==> config.mk <==
export PLATFORM = sky130hd
export DESIGN_NAME = lcg_salt_chained_byte_decrypt_unit
export DESIGN_NICKNAME = d
export VERILOG_FILES = /design/src/rtl/core/lcgscd_pkg.sv /design/src/rtl/core/lcgscd_cfg.sv /design/src/rtl/core/lcgscd_keystream.sv /design/src/rtl/core/lcg_salt_chained_byte_decrypt_unit.sv
export SDC_FILE = /design/constraint.sdc
export NUM_CORES = 1
export LEC_CHECK = 0
export ABC_AREA = 0
export BUFFER_PORTS_ARGS = -buffer_cell sky130_fd_sc_hd__buf_2
export CAP_MARGIN = 10
export CORE_MARGIN = 2
export CORE_UTILIZATION = 60
export CTS_CLUSTER_DIAMETER = 60
export DETAILED_ROUTE_END_ITERATION = 8
export PLACE_DENSITY_LB_ADDON = 0.15
export RECOVER_POWER = 100
export SLEW_MARGIN = 20
export SYNTH_ARGS = -nofsm -noshare
export SYNTH_HDL_FRONTEND = slang
export SYNTH_SLANG_ARGS = --single-unit
==> constraint.sdc <==
create_clock -name clk -period 10.9 [get_ports clk]
set_clock_uncertainty 0.15 [all_clocks]
set_input_delay 1.635 -clock clk [delete_from_list [all_inputs] [get_ports clk]]
set_output_delay 1.635 -clock clk [all_outputs]
set_load 0.005 [all_outputs]
==> src/rtl/core/lcgscd_pkg.sv <==
package lcgscd_pkg;

  localparam int unsigned ByteW = 8;
  localparam int unsigned WordW = 32;
  localparam int unsigned PhaseW = 3;
  localparam int unsigned AddrW = 3;

  localparam logic [WordW-1:0] LcgMul = 32'd1103515245;
  localparam logic [WordW-1:0] LcgAdd = 32'h0000_3039;
  localparam logic [PhaseW-1:0] PhaseReload = 3'd4;
  localparam logic [PhaseW-1:0] PhaseStart = 3'd1;
  localparam logic [ByteW-1:0] ChainReset = 8'hFF;

  // register word index (paddr[2])
  localparam logic RegStreamSeed = 1'b0;

  localparam logic [WordW-1:0] SaltWords [64] = '{
    32'h1E0D8064, 32'h16EFF6E2, 32'h3A29FF98, 32'hAD28CF5E, 32'hCEFC4584, 32'hACE3AB65,
    32'h924997EB, 32'hF7A813C3, 32'hDED07CDD, 32'hEC7278F8, 32'h2B9412A5, 32'h909A5339,
    32'h99AE3F04, 32'hC1BF7532, 32'hFEDB9102, 32'hF0B5D67D, 32'hB6B33C3D, 32'hA276BC00,
    32'h8550E19C, 32'h2D664A09, 32'h79D56AB7, 32'hD11B3EEA, 32'h95717BA3, 32'h8B87B259,
    32'h18819F5C, 32'h934BCB27, 32'hBD6B2A11, 32'h19F5C8A0, 32'h40C21FF2, 32'hDA03DF6C,
    32'h82B15521, 32'hE6778963, 32'h2473C9A9, 32'h37E4D9C6, 32'h68F44F17, 32'hAF8607C7,
    32'hDCB8A6FA, 32'h8E470A88, 32'h831A14E7, 32'h7F359E74, 32'hA1E052FD, 32'h330B4C41,
    32'hBBF38F44, 32'h0C7A5808, 32'h9BE53BF1, 32'hC05DD426, 32'h60A77EF9, 32'h342551E8,
    32'h5A4D0FD7, 32'hC41D36D3, 32'h62202F8A, 32'h8D61AAB0, 32'h4801698C, 32'h6ED8ED38,
    32'h2E05CC42, 32'h065B1022, 32'h0E46234E, 32'hEE5FE9BA, 32'hA430B4B9, 32'h571CBE54,
    32'h9D96FBCD, 32'h70C56731, 32'h566D4315, 32'hCA6FD22C
  };

  typedef struct packed {
    logic [ByteW-1:0] key_byte;
    logic [ByteW-1:0] chain_byte;
  } ks_out_t;

  // salt table read as little-endian bytes
  function automatic logic [ByteW-1:0] salt_byte(input logic [ByteW-1:0] idx);
    logic [WordW-1:0] w;
    w = SaltWords[idx[7:2]];
    return w[8*idx[1:0] +: 8];
  endfunction

endpackage

==> src/rtl/core/lcgscd_cfg.sv <==
module lcgscd_cfg (
  input  logic                             clk,
  input  logic                             rst_n,
  input  logic                             psel,
  input  logic                             penable,
  input  logic                             pwrite,
  input  logic [lcgscd_pkg::AddrW-1:0]     paddr,
  input  logic [lcgscd_pkg::WordW-1:0]     pwdata,
  output logic [lcgscd_pkg::WordW-1:0]     prdata,
  output logic                             pready,
  output logic [lcgscd_pkg::WordW-1:0]     seed
);

  logic [lcgscd_pkg::WordW-1:0] seed_r;
  logic                         wr_en;

  assign pready = 1'b1;
  assign wr_en  = psel && penable && pwrite && pready;

  always_ff @(posedge clk) begin
    if (!rst_n) begin
      seed_r <= '0;
    end else if (wr_en && paddr[2] == lcgscd_pkg::RegStreamSeed) begin
      seed_r <= pwdata;
    end
  end

  always_comb begin
    unique case (paddr[2])
      lcgscd_pkg::RegStreamSeed: prdata = seed_r;
      default:                   prdata = '0;
    endcase
  end

  assign seed = seed_r;

endmodule

==> src/rtl/core/lcgscd_keystream.sv <==
module lcgscd_keystream (
  input  logic                          clk,
  input  logic                          rst_n,
  input  logic                          step,
  input  logic                          stream_start,
  input  logic [lcgscd_pkg::ByteW-1:0]  cipher_byte,
  input  logic [lcgscd_pkg::WordW-1:0]  seed,
  output lcgscd_pkg::ks_out_t           ks
);

  logic [lcgscd_pkg::WordW-1:0]  gen_r, gen_nxt, gen_base;
  logic [lcgscd_pkg::WordW-1:0]  key_r, key_nxt, key_base;
  logic [lcgscd_pkg::PhaseW-1:0] phase_r, phase_nxt, phase_base, phase_dec;
  logic [lcgscd_pkg::ByteW-1:0]  chain_r, chain_base;
  logic                          wrap;

  always_comb begin
    // stream start reloads everything ahead of this byte
    gen_base   = stream_start ? seed : gen_r;
    key_base   = stream_start ? '0 : key_r;
    phase_base = stream_start ? lcgscd_pkg::PhaseStart : phase_r;
    chain_base = stream_start ? ~seed[lcgscd_pkg::ByteW-1:0] : chain_r;

    phase_dec = phase_base - 3'd1;
    wrap      = (phase_dec == '0);

    if (wrap) begin
      gen_nxt   = 32'(gen_base * lcgscd_pkg::LcgMul) + lcgscd_pkg::LcgAdd;
      key_nxt   = gen_nxt;
      phase_nxt = lcgscd_pkg::PhaseReload;
    end else begin
      gen_nxt   = gen_base;
      key_nxt   = key_base >> 8;
      phase_nxt = phase_dec;
    end

    ks.key_byte   = key_nxt[lcgscd_pkg::ByteW-1:0];
    ks.chain_byte = chain_base;
  end

  always_ff @(posedge clk) begin
    if (!rst_n) begin
      gen_r   <= '0;
      key_r   <= '0;
      phase_r <= lcgscd_pkg::PhaseStart;
      chain_r <= lcgscd_pkg::ChainReset;
    end else if (step) begin
      gen_r   <= gen_nxt;
      key_r   <= key_nxt;
      phase_r <= phase_nxt;
      chain_r <= cipher_byte;
    end
  end

endmodule

==> src/rtl/core/lcg_salt_chained_byte_decrypt_unit.sv <==
// Path: an accepted input beat passes the input register, then the result register;
//   a beat waits in either one only while out_stall holds the result.
// Throughput: one beat per cycle while out_stall is low; the 32x32 generator multiply,
//   taken on every fourth byte, and the salt lookup both sit between the two registers.
// Reset (rst_n, synchronous, active low): empties both registers, clears the seed
//   and generator to 0, key word to 0, phase to 1 and the chain byte to 0xFF.
module lcg_salt_chained_byte_decrypt_unit (
  input  logic                          clk,
  input  logic                          rst_n,
  // input channel
  input  logic                          in_valid,
  output logic                          in_stall,
  input  logic [lcgscd_pkg::ByteW-1:0]  in_cipher_byte,
  input  logic                          in_stream_start,
  // result channel
  output logic                          out_valid,
  input  logic                          out_stall,
  output logic [lcgscd_pkg::ByteW-1:0]  out_plain_byte,
  // configuration port
  input  logic                          psel,
  input  logic                          penable,
  input  logic                          pwrite,
  input  logic [lcgscd_pkg::AddrW-1:0]  paddr,
  input  logic [lcgscd_pkg::WordW-1:0]  pwdata,
  output logic [lcgscd_pkg::WordW-1:0]  prdata,
  output logic                          pready
);

  // input register: holds one beat until the result register can take it
  logic                         in_vld_r;
  logic [lcgscd_pkg::ByteW-1:0] cipher_r;
  logic                         start_r;

  // result register
  logic                         out_vld_r;
  logic [lcgscd_pkg::ByteW-1:0] plain_r, plain_nxt;

  logic                         adv;      // move the held beat into the result register
  logic                         in_take;
  logic [lcgscd_pkg::WordW-1:0] seed;
  lcgscd_pkg::ks_out_t          ks;

  lcgscd_cfg u_cfg (
    .clk     (clk),
    .rst_n   (rst_n),
    .psel    (psel),
    .penable (penable),
    .pwrite  (pwrite),
    .paddr   (paddr),
    .pwdata  (pwdata),
    .prdata  (prdata),
    .pready  (pready),
    .seed    (seed)
  );

  // Advance the generator state only when the held beat actually moves on.
  lcgscd_keystream u_ks (
    .clk          (clk),
    .rst_n        (rst_n),
    .step         (adv),
    .stream_start (start_r),
    .cipher_byte  (cipher_r),
    .seed         (seed),
    .ks           (ks)
  );

  // The result slot frees up either when it is empty or when its beat leaves now.
  assign adv      = in_vld_r && (!out_vld_r || !out_stall);
  // Stall the source only while a beat sits here that cannot move on.
  assign in_stall = in_vld_r && !adv;
  assign in_take  = in_valid && !in_stall;

  // Plain byte: salt entry picked by cipher xor chain, masked by the key byte.
  assign plain_nxt = lcgscd_pkg::salt_byte(cipher_r ^ ks.chain_byte) ^ ks.key_byte;

  always_ff @(posedge clk) begin
    if (!rst_n) begin
      in_vld_r <= 1'b0;
    end else if (in_take) begin
      in_vld_r <= 1'b1;
    end else if (adv) begin
      in_vld_r <= 1'b0;
    end
  end

  // payload: load on accept, hold otherwise
  always_ff @(posedge clk) begin
    if (in_take) begin
      cipher_r <= in_cipher_byte;
      start_r  <= in_stream_start;
    end
  end

  always_ff @(posedge clk) begin
    if (!rst_n) begin
      out_vld_r <= 1'b0;
    end else if (adv) begin
      out_vld_r <= 1'b1;
    end else if (!out_stall) begin
      out_vld_r <= 1'b0;
    end
  end

  always_ff @(posedge clk) begin
    if (adv) begin
      plain_r <= plain_nxt;
    end
  end

  assign out_valid      = out_vld_r;
  assign out_plain_byte = plain_r;

`ifndef SYNTHESIS
  a_adv_fills_out : assert property (@(posedge clk) disable iff (!rst_n)
    adv |=> out_vld_r)
    else $error("result register not filled after advance");

  a_stall_needs_item : assert property (@(posedge clk) disable iff (!rst_n)
    in_stall |-> (in_vld_r && out_vld_r && out_stall))
    else $error("input stalled without a blocked beat");

  a_empty_out_moves : assert property (@(posedge clk) disable iff (!rst_n)
    (in_vld_r && !out_vld_r) |-> adv)
    else $error("held beat not moved into empty result register");

  a_out_drop_needs_take : assert property (@(posedge clk) disable iff (!rst_n)
    (out_vld_r && out_stall && !adv) |=> out_vld_r)
    else $error("result beat lost while stalled");
`endif

endmodule
* After elaboration in Yosys (flattened, before gate mapping)
Memory sizes are Yosys's and may differ from the RTL's. Index checks and enable logic that the tools add are counted. Widths: inputs -> output; s select.
Operators by class: $add $sub $neg 2, multiply operators 1, order comparisons 1, equality and inequality tests 1, shift-type cells 1, muxes and demuxes 14, bitwise gates (word level) 5, reductions and logical operators 13
Operators with widths (count):
- $mux 32 | 7
- $add 32x14->32 const B | 1
- $mul 32x31->32 const B | 1
- $shiftx 32x6->8 | 1
- $xor 8x8->8 | 2
- $mux 8 | 1
- $not 8->8 | 1
- $ge 7x7->1 const B | 1
- $not 6->7 | 1
- $logic_and 1x1->1 | 6
- $mux 3 | 2
- $logic_not 1->1 | 4
- $mux 1 | 4
- $logic_not 3->1 | 1
- $sub 3x1->3 const B | 1
- $ne 2x1->1 const B | 1
- $reduce_bool 2->1 | 1
- $logic_or 1x1->1 | 1
- $not 1->1 | 1
Storage, ports and cells: bits in registers 126, bits in read-only memories 2048, input bits 51, output and inout bits 43, logic and storage cells 49, memories kept 1
Memories:
- (name not given) | words 64, width 32, read ports 1, clocked after Yosys merged registers in 0, wr ports 0, line lcgscd_pkg.sv:39 | w = SaltWords[idx[7:2]];

* Longest topological paths before layout
depth after elaboration 9, depth in mapped cells 32, depth with buffers taken out 28

* Hierarchy
From an unflattened synthesis, not the netlist that was laid out.
Second synthesis, totals: cell total of the unflattened synthesis 2155, area, all modules 18265.0 um2
Modules (own cells, without submodules):
- lcgscd_keystream | instances 1, cells an instance 1419, area an instance 12680.9 um2, seq. area each 1341.3 um2
- lcg_salt_chained_byte_decrypt_unit | instances 1, cells an instance 559, area an instance 4046.4 um2, seq. area each 550.5 um2
- lcgscd_cfg | instances 1, cells an instance 177, area an instance 1537.7 um2, seq. area each 640.6 um2

* Least setup slack after synthesis
OpenSTA, ideal clock, no wires.
path kind register -> register, start point register start_r, end point register u_ks.gen_r[29] (netlist name), setup time 0.119 ns, arrival time 7.522 ns, data required time 10.631 ns, slack 3.109 ns, stages on the path, launching flop included 32, clock period less this slack 7.791 ns, cell sequence edfxtp_1 -> buf_6 -> buf_4 -> buf_2 -> buf_1 -> mux2i_1 -> inv_1 -> ha_1 -> xor2_1 -> ha_1 -> a21oi_1 -> fa_1 -> fa_1 -> inv_1 -> fa_1 -> inv_1 -> fa_1 -> inv_1 -> fa_1 -> inv_1 -> fa_1 -> inv_1 -> ha_1 -> a21oi_1 -> o21ai_0 -> a21oi_1 -> o21ai_0 -> a31oi_1 -> o21ai_0 -> a31oi_1 -> mux2i_1 -> nor3_1
On the way: cells in the longest elaborated chain, start to end 4, elaborated cells between the ends (all ways) 7, those cells by class 2 x add/sub; 1 x mul; 3 x mux; 1 x reduce/logical
Ends and longest elaborated chain:
- start, declared | line lcg_salt_chained_byte_decrypt_unit.sv:32 | logic start_r;
- start signal, assigned | line lcg_salt_chained_byte_decrypt_unit.sv:90 | start_r <= in_stream_start;
- $mux 32 / $mux 3 (equally long branches) | line lcgscd_keystream.sv:19, lcgscd_keystream.sv:21
- $mul 32x31->32 / $sub 3x1->3 (equally long branches) | line lcgscd_keystream.sv:28, lcgscd_keystream.sv:24
- $add 32x14->32 / $logic_not 3->1 (equally long branches) | line lcgscd_keystream.sv:28, lcgscd_keystream.sv:25
- $mux 32 (*) | line lcgscd_keystream.sv:27 | if (wrap) begin
- end signal, assigned | line lcgscd_keystream.sv:48 | gen_r <= gen_nxt;
- end, declared | line lcgscd_keystream.sv:11 | logic [lcgscd_pkg::WordW-1:0] gen_r, gen_nxt, gen_base;
Mark *: on every way between the ends. The rest lies on a longest branch, timed or not. A chain may end at the register's enable or synchronous reset.

* Worst setup path in the final report
start point register start_r, end point register u_ks.key_r[31] (netlist name)
On the way: cells in the longest elaborated chain, start to end 4, elaborated cells between the ends (all ways) 7, those cells by class 2 x add/sub; 1 x mul; 3 x mux; 1 x reduce/logical
Ends and longest elaborated chain:
- $mux 32 / $mux 3 (equally long branches) | line lcgscd_keystream.sv:19, lcgscd_keystream.sv:21
- $mul 32x31->32 / $sub 3x1->3 (equally long branches) | line lcgscd_keystream.sv:28, lcgscd_keystream.sv:24
- $add 32x14->32 / $logic_not 3->1 (equally long branches) | line lcgscd_keystream.sv:28, lcgscd_keystream.sv:25
- $mux 32 (*) | line lcgscd_keystream.sv:27
- end signal, assigned | line lcgscd_keystream.sv:49 | key_r <= key_nxt;
- end, declared | line lcgscd_keystream.sv:12 | logic [lcgscd_pkg::WordW-1:0] key_r, key_nxt, key_base;
Marks and branches as above.

==> flow_summary.toml <==
[layout]
multiInputGateArea_um2 = 13340
nFillCells = 2586
final_net_count = 2627
drive_gt1_share_pct = 9.108
diodes = 0
area_growth_pct = 7.329
instances_no_fill = 2575
regArea_um2 = 2532

[floorplanning]
io_pins = 94
initial_core_util_pct = 60.69
die_y_um = 176.7
dieArea_um2 = 31220
core_area_um2 = 29480
rows = 63
die_x_um = 176.7

[timing]
fmax_ghz = 0.1121
relSlewSlack_pct = -48.53
setup_viol = 0
rsz0062_at_grt = "no"
slew_violations = 136
holdWs_ns = 0.2984
period_needed_ns = 8.920
hold_violations = 0
period_share_pct = 81.84
tightest_slew_ns = 2.228
tns_ns = 0

[worst_hold_path]
hold_path.class = "flip-flop to flip-flop"
min_from = "u_ks.gen_r[16]"

[clock_network]
cts.htree.levels = 4
cts_resized = 0
clockBufferDepth = 2
cts_tree = "built"
clock_tree.root_cell = "clkbuf_16"
clock_latency_ns = 0.41
cts.sinks = 118
postCtsSetupRepairBufs = 0
clkTransAtPathRegs_ns = 0.05
numCtsBuffers = 17
ctsHoldBuffers = 0

[pwr]
p_sw_uw = 2133
intPower_uw = 2039
p_leak_uw = 0.009343
pwr-share-seq_pct = 12.7
clkPwrFrac_pct = 15.1
powerDensity_nw_per_um2 = 217.3
peakVddDrop_v = 0.0001934
switching_share_pct = 51.13
pwr-share-comb_pct = 72.2

[critical_path]
crit_arrival_ns = 9.04
criticalPathCategory = "flip-flop to flip-flop"
crit_path_top_delay_cell = "buf_4"
critPathMaxFanout = 53
crit_top_cell = "fa_1"
reg2reg_from = "start_r"
required_ns = 11.02
cp-startpoint = "start_r"
cp-start-kind = "flip-flop"
cp_num_buf_inv = 6
crit_path_end_kind = "flip-flop"
crit_family = "adder cells"
slowest_delay_ns = 0.59

[grt]
grt-ovfl-total = 0
grt_pass1_vias = 16284
grt_max_degree = 61
track_usage_pct = 39.13
grt_pass1_wl_mm = 93.23
antenna_found_initial = 0

[drt]
antenna_left = 0
vias = 16426
vias_per_cell = 6.379
drt-initial-drc-count = 2148
drt_pre_antenna_iters = 8
wl_mm = 60.07
drc = 0
wire_per_inst_um = 23.33

[synthesis]
synth-seq-cells = 118
yosysSeqAreaShare_pct = 14.15
yosysTopAreaCell = "fa_1"
async_reset_ff_share_pct = 0
yosysWarnings = 0
synth_ff_type = "dfxtp_1"
syn_avg_cell_area_um2 = 8.314
synth_area_leaders = "fa_1 21%, ha_1 15%, dfxtp_1 11%"
synth_area_um2 = 17890
postSynthCellCount = 2152
yosysTopAreaCellShare_pct = 20.70
synth-edff-count = 17
syn_nets = 2607
ys_types = 89

[place]
dp_cells = 2543
gp_congestion = 0.9827
dp_hpwl_mm = 45.54
io_buffer_count = 90

[outcome]
status = "finished, violations left"
violations = "capacitance limit, slew limit"

[flow_run]
drv_cap = 3
==> per-layer routing <==
layer | track usage [%] | share of wire [%] | vias to the layer above | routed length (um)
met5 | 0 | 0 | - | 0
met4 | 14.43 | 4.4 | 0 | 2630
met3 | 9.601 | 12 | 224 | 7215
met2 | 58.11 | 42 | 1068 | 25530
met1 | 55.33 | 41 | 7846 | 24700
li1 | - | - | 7288 | -
==> sequential cells by signal (all words and copies together), names as in the netlist <==
name	flops
out_plain_byte	8
u_ks.chain_r	8
u_ks.gen_r	32
u_cfg.seed	32
in_vld_r	1
cipher_r	8
out_valid	1
u_ks.phase_r	3
u_ks.key_r	24
start_r	1
==> final timing paths <==
path                                       end  slack, ns  cells after the start
worst min-delay path            u_ks.gen_r[16]       0.30                      2
worst min register to register  u_ks.gen_r[16]       0.30                      2
worst max register to register  u_ks.key_r[31]       1.98                     25
worst max-delay path            u_ks.key_r[31]       1.98                     25
==> layout by cell type, fill, tap and decap left out, drive strengths merged, types with 6 or more instances in the layout <==
cell	instances
inv	408
ha	219
fa	185
nand2	178
a21oi	178
o21ai	118
dfxtp	101
nor2	85
buf	79
clkbuf	66
xnor2	55
nand3	49
nor3	37
o211ai	36
nor2b	34
a211oi	32
xor2	26
mux2i	19
mux2	18
edfxtp	17
a31oi	15
o22ai	15
a311oi	14
o311ai	13
a21o	11
o221ai	11
o21a	10
a221oi	10
nor4	10
o221a	9
or3	9
a22oi	7
and3	6
nand2b	6
nand4	6
o31ai	6
a2111oi	6
and2	6
==> cell usage after synthesis, types with 7 or more instances <==
master      n
o221a_2     9
xor2_1     26
o22ai_1    14
o221ai_1   11
nor3_1     33
o311ai_0   11
o211ai_1   36
mux2_2     18
nand2_1   177
buf_6       7
a22oi_1     7
buf_1       8
fa_1      185
edfxtp_1   17
clkbuf_1   64
a31oi_1    15
buf_4       9
mux2i_1    19
or3_1       8
dfxtp_1   101
xnor2_1    55
o21ai_0   109
o21a_1     10
nor2_1     82
ha_1      219
nor4_1      7
nand3_1    49
buf_2      33
a311oi_1   14
o21ai_1     8
a221oi_1    9
a21o_1     11
nor2b_1    34
a211oi_1   26
a21oi_1   174
inv_1     406
==> power by group through the flow <==
stage          clock (uW)  combinational, uW  sequential [uW]
2_1_floorplan           0               2080              527
3_3_place_gp            0               2870              533
3_5_place_dp            0               2930              535
4_1_cts               632               2960              528
5_1_grt               648               3330              533
6_report              629               3010              529
==> layout make-up <==
| cell class | count | area share (%) |
|---|---|---|
| tap | 390 | 2.541 |
| multi-input combinational | 1505 | 69.45 |
| clock inverter | 9 | 0.8861 |
| timing repair buffer | 122 | 3.362 |
| sequential | 118 | 13.19 |
| inverter | 408 | 7.975 |
| clock buffer | 23 | 2.600 |
==> cell families (layout without fill, tap and decap cells) <==
family          count (synthesis)  count (layout)  synth area share, %
compound gates                536             536                19.52
buf+inv                       529             562                11.81
simple gates                  442             442                11.81
fa+ha+maj                     404             404                36.01
flops                         118             118                14.15
xor+xnor                       81              81                3.965
mux                            41              41                2.699
other cells                     1               1              0.02096
==> stage by stage <==
step           setup WS, ns  utilization, %  power, uW  cell area, um^2
6_report              1.980           65.14       4173            19200
5_1_grt               1.602           65.14       4515            19200
4_1_cts               2.164           65.32       4115            19260
3_5_place_dp          2.219           63.05       3468            18590
3_3_place_gp          2.318           63.02       3406            18580
2_1_floorplan         3.109               -       2606            17890
==> worst reg2reg max path, stage by stage (launching register included) <==
cell and delay, ns:
edfxtp_1 0.37, buf_4 0.59, mux2i_1 0.55, inv_1 0.36
ha_1 0.56, fa_1 0.59, inv_1 0.07, fa_1 0.42
inv_1 0.08, fa_1 0.42, ha_1 0.29, inv_1 0.05
fa_1 0.54, inv_1 0.05, fa_1 0.49, fa_1 0.41
ha_1 0.39, and4_1 0.27, and3_1 0.17, nand3_1 0.13
a21boi_0 0.54, a31oi_1 0.29, o21ai_0 0.42, o21ai_0 0.18
xnor2_1 0.26, o21ai_0 0.13
Note: power is estimated with default switching activity, not from simulation.
